[src/hdl/smd_pkg.sv]
// Shared constants and payload types for the scaled multiply-divide pipeline.
`default_nettype none

package smd_pkg;

    localparam int XW         = 32;
    localparam int NW         = 16;
    localparam int DW         = 16;
    localparam int PW         = XW + NW;
    localparam int QW         = 31;
    localparam int RW         = 17;
    localparam int QMAG_W     = QW - 1;
    localparam int STEP_BITS  = 4;
    localparam int DIV_STAGES = PW / STEP_BITS;
    localparam int FRONT_ST   = 2;
    localparam int NST        = FRONT_ST + DIV_STAGES + 1;

    typedef struct packed {
        logic          neg;
        logic [XW-1:0] mag;
        logic [NW-1:0] n;
        logic [DW-1:0] d;
    } mag_t;

    typedef struct packed {
        logic          neg;
        logic          dz;
        logic [DW-1:0] d;
        logic [DW-1:0] rem;
        logic [PW-1:0] acc;
    } div_t;

endpackage

`default_nettype wire

[src/hdl/smd_front.sv]
// Front stages: take the magnitude of the value, then form the full product.
`default_nettype none

module smd_front (
    input  wire logic                       clk,
    input  wire logic                       rst_n,
    input  wire logic [1:0]                 en,
    input  wire logic                       vld_in,
    input  wire logic [smd_pkg::XW-1:0]     value_in,
    input  wire logic [smd_pkg::NW-1:0]     multiplier,
    input  wire logic [smd_pkg::DW-1:0]     divisor,
    output logic [1:0]                      vld,
    output smd_pkg::div_t                   data_out
);

    smd_pkg::mag_t mag_reg;
    smd_pkg::mag_t mag_next;
    smd_pkg::div_t prod_reg;
    smd_pkg::div_t prod_next;
    logic [1:0]    vld_reg;

    always_comb
    begin
        mag_next.neg = value_in[smd_pkg::XW-1];
        mag_next.mag = value_in[smd_pkg::XW-1] ? (~value_in + 1'b1) : value_in;
        mag_next.n   = multiplier;
        mag_next.d   = divisor;
    end

    always_comb
    begin
        prod_next.neg = mag_reg.neg;
        prod_next.dz  = (mag_reg.d == '0);
        prod_next.d   = mag_reg.d;
        prod_next.rem = '0;
        prod_next.acc = {{smd_pkg::NW{1'b0}}, mag_reg.mag} *
                        {{smd_pkg::XW{1'b0}}, mag_reg.n};
    end

    always_ff @(posedge clk or negedge rst_n)
    begin
        if (!rst_n)
        begin
            vld_reg <= '0;
        end
        else
        begin
            if (en[0])
            begin
                vld_reg[0] <= vld_in;
            end
            if (en[1])
            begin
                vld_reg[1] <= vld_reg[0];
            end
        end
    end

    always_ff @(posedge clk)
    begin
        if (en[0] && vld_in)
        begin
            mag_reg <= mag_next;
        end
        if (en[1] && vld_reg[0])
        begin
            prod_reg <= prod_next;
        end
    end

    assign vld      = vld_reg;
    assign data_out = prod_reg;

endmodule

`default_nettype wire

[src/hdl/smd_div_stage.sv]
// One divider stage: a few restoring long-division steps, registered.
`default_nettype none

module smd_div_stage (
    input  wire logic          clk,
    input  wire logic          rst_n,
    input  wire logic          en,
    input  wire logic          vld_in,
    input  wire smd_pkg::div_t data_in,
    output logic               vld_out,
    output smd_pkg::div_t      data_out
);

    smd_pkg::div_t          data_reg;
    smd_pkg::div_t          data_next;
    logic                   vld_reg;

    always_comb
    begin
        logic [smd_pkg::DW:0]   part;
        logic                   take;
        data_next = data_in;
        for (int i = 0; i < smd_pkg::STEP_BITS; i++)
        begin
            part = {data_next.rem, data_next.acc[smd_pkg::PW-1]};
            take = (part >= {1'b0, data_next.d});
            if (take)
            begin
                part = part - {1'b0, data_next.d};
            end
            data_next.rem = part[smd_pkg::DW-1:0];
            data_next.acc = {data_next.acc[smd_pkg::PW-2:0], take};
        end
    end

    always_ff @(posedge clk or negedge rst_n)
    begin
        if (!rst_n)
        begin
            vld_reg <= 1'b0;
        end
        else if (en)
        begin
            vld_reg <= vld_in;
        end
    end

    always_ff @(posedge clk)
    begin
        if (en && vld_in)
        begin
            data_reg <= data_next;
        end
    end

    assign vld_out  = vld_reg;
    assign data_out = data_reg;

endmodule

`default_nettype wire

[src/hdl/smd_out.sv]
// Output stage: overflow and zero-divisor handling, sign, result register.
`default_nettype none

module smd_out (
    input  wire logic                       clk,
    input  wire logic                       rst_n,
    input  wire logic                       en,
    input  wire logic                       vld_in,
    input  wire smd_pkg::div_t              data_in,
    output logic                            vld_out,
    output logic signed [smd_pkg::QW-1:0]   quotient,
    output logic signed [smd_pkg::RW-1:0]   remainder_out,
    output logic                            overflow
);

    logic                       vld_reg;
    logic [smd_pkg::QW-1:0]     quot_reg;
    logic [smd_pkg::QW-1:0]     quot_next;
    logic [smd_pkg::RW-1:0]     rem_reg;
    logic [smd_pkg::RW-1:0]     rem_next;
    logic                       ovf_reg;
    logic                       ovf_next;
    logic [smd_pkg::QW-1:0]     qmag;
    logic [smd_pkg::RW-1:0]     rmag;

    always_comb
    begin
        ovf_next = data_in.dz || (|data_in.acc[smd_pkg::PW-1:smd_pkg::QMAG_W]);
        if (ovf_next)
        begin
            qmag = {{(smd_pkg::QW-1){1'b0}}, 1'b1};
        end
        else
        begin
            qmag = {1'b0, data_in.acc[smd_pkg::QMAG_W-1:0]};
        end
        rmag      = data_in.dz ? '0 : {1'b0, data_in.rem};
        quot_next = data_in.neg ? (~qmag + 1'b1) : qmag;
        rem_next  = data_in.neg ? (~rmag + 1'b1) : rmag;
    end

    always_ff @(posedge clk or negedge rst_n)
    begin
        if (!rst_n)
        begin
            vld_reg <= 1'b0;
        end
        else if (en)
        begin
            vld_reg <= vld_in;
        end
    end

    always_ff @(posedge clk)
    begin
        if (en && vld_in)
        begin
            quot_reg <= quot_next;
            rem_reg  <= rem_next;
            ovf_reg  <= ovf_next;
        end
    end

    assign vld_out       = vld_reg;
    assign quotient      = quot_reg;
    assign remainder_out = rem_reg;
    assign overflow      = ovf_reg;

endmodule

`default_nettype wire

[src/hdl/scaled_multiply_divide.sv]
// Top level of the pipelined scaled multiply-divide (x*n/d, split remainder).
//
//   channel | handshake             | fields
//   --------+-----------------------+-----------------------------------------
//   arg     | arg_valid, arg_stall  | value_in, multiplier, divisor
//   res     | res_valid, res_stall  | quotient, remainder_out, overflow
//
// One item a cycle while res_stall is low. Stages: magnitude, 48-bit product,
// twelve four-step restoring divider stages, then the signed result register.
// Reset clears the valid bit of every stage; the data registers are not reset.
// Each stage advances when the next one is empty or advancing, so bubbles close
// up and new items are taken while a finished result waits under res_stall.
`default_nettype none

module scaled_multiply_divide (
    input  wire logic                       clk,
    input  wire logic                       rst_n,
    input  wire logic                       arg_valid,
    output logic                            arg_stall,
    input  wire logic signed [31:0]         value_in,
    input  wire logic [15:0]                multiplier,
    input  wire logic [15:0]                divisor,
    output logic                            res_valid,
    input  wire logic                       res_stall,
    output logic signed [30:0]              quotient,
    output logic signed [16:0]              remainder_out,
    output logic                            overflow
);

    localparam int NST = smd_pkg::NST;
    localparam int NDV = smd_pkg::DIV_STAGES;
    localparam int FST = smd_pkg::FRONT_ST;

    logic [NST-1:0]     en;
    logic [NST-1:0]     vld;
    smd_pkg::div_t      div_bus [NDV+1];

    assign en[NST-1] = !vld[NST-1] || !res_stall;

    genvar g;
    generate
        for (g = 0; g < NST - 1; g++)
        begin : g_en
            assign en[g] = !vld[g] || en[g+1];
        end
    endgenerate

    assign arg_stall = !en[0];

    smd_front u_front (
        .clk        (clk),
        .rst_n      (rst_n),
        .en         (en[FST-1:0]),
        .vld_in     (arg_valid),
        .value_in   (value_in),
        .multiplier (multiplier),
        .divisor    (divisor),
        .vld        (vld[FST-1:0]),
        .data_out   (div_bus[0])
    );

    generate
        for (g = 0; g < NDV; g++)
        begin : g_div
            smd_div_stage u_div (
                .clk      (clk),
                .rst_n    (rst_n),
                .en       (en[FST+g]),
                .vld_in   (vld[FST+g-1]),
                .data_in  (div_bus[g]),
                .vld_out  (vld[FST+g]),
                .data_out (div_bus[g+1])
            );
        end
    endgenerate

    smd_out u_out (
        .clk           (clk),
        .rst_n         (rst_n),
        .en            (en[NST-1]),
        .vld_in        (vld[NST-2]),
        .data_in       (div_bus[NDV]),
        .vld_out       (vld[NST-1]),
        .quotient      (quotient),
        .remainder_out (remainder_out),
        .overflow      (overflow)
    );

    assign res_valid = vld[NST-1];

endmodule

`default_nettype wire

[config.mk]
export PLATFORM = sky130hd
export DESIGN_NAME = scaled_multiply_divide
export DESIGN_NICKNAME = d
export VERILOG_FILES = /design/src/hdl/smd_pkg.sv /design/src/hdl/smd_front.sv /design/src/hdl/smd_div_stage.sv /design/src/hdl/smd_out.sv /design/src/hdl/scaled_multiply_divide.sv
export SDC_FILE = /design/constraint.sdc
export NUM_CORES = 2
export LEC_CHECK = 0
export ABC_AREA = 1
export BUFFER_PORTS_ARGS = -buffer_cell sky130_fd_sc_hd__buf_2
export CAP_MARGIN = 5
export CORE_MARGIN = 5
export CORE_UTILIZATION = 55
export DETAILED_ROUTE_END_ITERATION = 8
export PLACE_DENSITY = 0.73
export SYNTH_ARGS = -nofsm -noshare
export SYNTH_HDL_FRONTEND = slang
export SYNTH_SLANG_ARGS = --single-unit
[constraint.sdc]
create_clock -name clk -period 10.4 [get_ports clk]
set_input_delay 0.52 -clock clk [delete_from_list [all_inputs] [get_ports clk]]
set_output_delay 0.52 -clock clk [all_outputs]
set_load 0.01 [all_outputs]
==> summary.md <==
| Metric | Value |
|---|---|
| Run status | `finished clean` |
| Routed len/inst | `19.8 um` |
| Syn avg cell area | `8.38 um^2` |
| Max reg flops | `between 900 and 1000` |
| TritonRoute pass-1 iters | `6` |
| Worst hold-check path type | `in2reg` |
| Setup Total Neg Slack | `0 ns` |
| Dominant cell by count in the synthesized netlist | `nand2_1` |
| Worst Tran Pin Value | `1.18 ns` |
| Sequential share of the synthesized area | `0.351` |
| Distinct cells, synth | `a little over 70` |
| Chip height | `between 400 and 500 um` |
| Final WL | `roughly 290000 um` |
| Yosys top cell by area | `edfxtp_1` |
| Largest net degree at the start of global routing | `between 60 and 70` |
| Rows | `between 150 and 200` |
| Slew Limit Fails | `0` |
| Ys flop type | `edfxtp_1` |
| CTS tree | `done` |
| Max-Cap Viols | `0` |
| Post-layout minimum cycle time | `9.69 ns` |
| Max clock buf depth | `3` |
| Initial antenna violation count | `7` |
| Number of port buffers | `between 100 and 150` |
| CTS root buf | `clkbuf_16` |
| Synth Area in Compound Gates | `0.0898` |
| Post-Synth XOR/XNOR Area | `0.0591` |
| Top cells by count, synth | `nand2_1 (3449), inv_1 (1682), edfxtp_1 (1148), ha_1 (877), a21oi_1 (727)` |
| Vias per cell | `5.62` |
| Worst-Skew Late Latency | `0.82 ns` |
| Final hold viol count | `0` |
| Simple-Gate Fraction of Synth Area | `0.218` |
| Grt total ovfl | `0` |
| Mapped Nets | `13300` |
| Starting DRT DRC Count | `6586` |
| Startpoint types | `flop` |
| Crit-path slowest cell | `edfxtp_1` |
| Crit. End Element | `flop` |
| Yosys warning count | `0` |
| Final #Nets | `roughly 13000` |
| Starting Density | `0.552` |
| Area grow syn2layout | `8.29%` |
| Ports | `119` |
| # DRC | `0` |
| Setup-failing EPs final | `0` |
| Largest family of logic cells by synthesized area | `simple AND/OR/NAND/NOR gates` |
| Vias in the first global route | `around 81000` |
| Post-Syn Area | `99400 um^2` |
| TritonCTS Sinks | `1163` |
| Buf/Inv on CP | `5` |
| CTS buffer count | `135` |
| Share of cells above drive strength 1 | `0.0568` |
| Clock transition at path regs | `0.06 ns` |
| Final ANT Viol Nets | `0` |
| RePlAce Congestion | `just under 1` |
| CP peak stage delay | `0.53 ns` |
| Gr usage total | `0.297` |
| H-tree depth | `4` |
| Top area cells in the synthesized netlist | `edfxtp_1 (35%), nand2_1 (13%), ha_1 (11%), fa_1 (9.4%), inv_1 (6.4%)` |
| Worst Path Required | `10.96 ns` |
| Die width | `435 um` |
| Core ar. | `180000 um^2` |
| Worst Path Max Fanout | `24` |
| Crit path DAT | `10.24 ns` |
| First-pass GRT wire length | `447000 um` |
| Synth Instances | `11900` |
| Fmax | `0.103 GHz` |
| Final Skew | `0.0555 ns` |
| Dpl hpwl | `227000 um` |
| Multiplexer area fraction after synthesis | `0` |
| Seq cells post-synth | `1163` |
| Period utilisation layout | `0.931` |
| Max_slew headroom | `0.206` |
| RSZ-0062 raised after global routing | `false` |
| Cell mode on critical path | `nand2_1` |
| Die footprint | `~190000 um^2` |
| Total number of vias | `81300` |
| Family with the most delay on the worst path | `simple AND/OR/NAND/NOR gates` |
| Area share of the largest cell type after synthesis | `0.347` |
| Setup CP Type | `reg2reg` |
| Post-synth EDFFs | `1148` |
| Async set-reset flop share out of synthesis | `0.0129` |
| Adder-cell area share of the yosys netlist | `0.204` |
[path summary, 6_finish.rpt]
check / cells past startpoint / to / start / slack, ns
min in group asynchronous: 2 / u_front.vld[0] / rst_n / 0.14
max reg2reg: 47 / g_div[8].u_div.data_out[59] / g_div[7].u_div.data_out[75] / 0.71
min reg2reg: 0 / g_div[8].u_div.data_out[12] / g_div[7].u_div.data_out[8] / 0.38
max in group asynchronous: 2 / g_div[11].u_div.vld_out / rst_n / 9.95
min: 2 / u_front.mag_reg[44] / value_in[12] / 0.07
max: 47 / g_div[8].u_div.data_out[59] / g_div[7].u_div.data_out[75] / 0.71
[routing by layer]
layer,vias to the layer above,track usage,share of wire
met5,-,0,0.00010
met4,4,0.104,0.038
met3,608,0.0402,0.060
met2,2864,0.505,0.48
met1,38500,0.392,0.43
li1,39200,-,-
[layout make-up]
type | count | area [um^2]
Multi-Input combinational cell | 8726 | 56800
Antenna cell | 1 | 2.50
Inverter | 1719 | 6470
Tap cell | 2370 | 2970
Timing Repair Buffer | 241 | 1650
Sequential cell | 1163 | 34800
Fill cell | 15900 | 72600
Clock inverter | 96 | 1410
Clock buffer | 147 | 3420
[cell usage in the layout (no fill, tap or decap), types with 24 or more instances in the layout]
cell type / n
a21boi_0: 31
a21o_1: 68
a21oi_1: 724
a31oi_1: 48
buf_2: 118
buf_4: 68
clkbuf_16: 135
dlygate4sd3_1: 55
edfxtp_1: 1148
fa_1: 465
ha_1: 877
inv_1: 1674
inv_2: 33
nand2_1: 3449
nand2_2: 30
nand3_1: 643
nand3_2: 33
nand3b_1: 38
nand4_1: 112
nor2_1: 548
nor3_1: 71
nor4_1: 31
o21a_1: 24
o21ai_0: 465
o21ai_1: 77
o21ai_2: 34
o21bai_1: 35
or2_2: 43
xnor2_1: 301
xor2_1: 370
[cell families after synthesis]
kind of cell             after synthesis
AO/OA/AOI/OAI                       1602
AND/OR/NAND/NOR                     5111
flip-flops                          1163
adder cells (fa/ha/maj)             1342
XOR/XNOR                             671
buffers and inverters               1966
[per-stage QoR]
step           hold slack [ns]  setup WS, ns  cell area, um^2  instances  utilization
2_1_floorplan            0.224          2.84            99400      11900            -
5_1_grt                 0.0268        0.0215           108000      14500        0.597
6_report                0.0744         0.714           108000      14500        0.597
3_5_place_dp             0.405         0.390           102000      14200        0.567
3_3_place_gp             0.400         0.388           102000      14200        0.567
4_1_cts                0.00192         0.365           108000      14500        0.597
[what timing repair did]
item | 4_1_cts | 5_1_grt
buffers inserted | 0 | 3
resized for setup | 0 | 9
setup endpoints to repair | 0 | 64
endpoints found under the hold margin | 69 | 0
hold buffers | 55 | 0
Power is not shown: default switching activity piles up to over one toggle a cycle in this logic, so the estimate is an artifact.
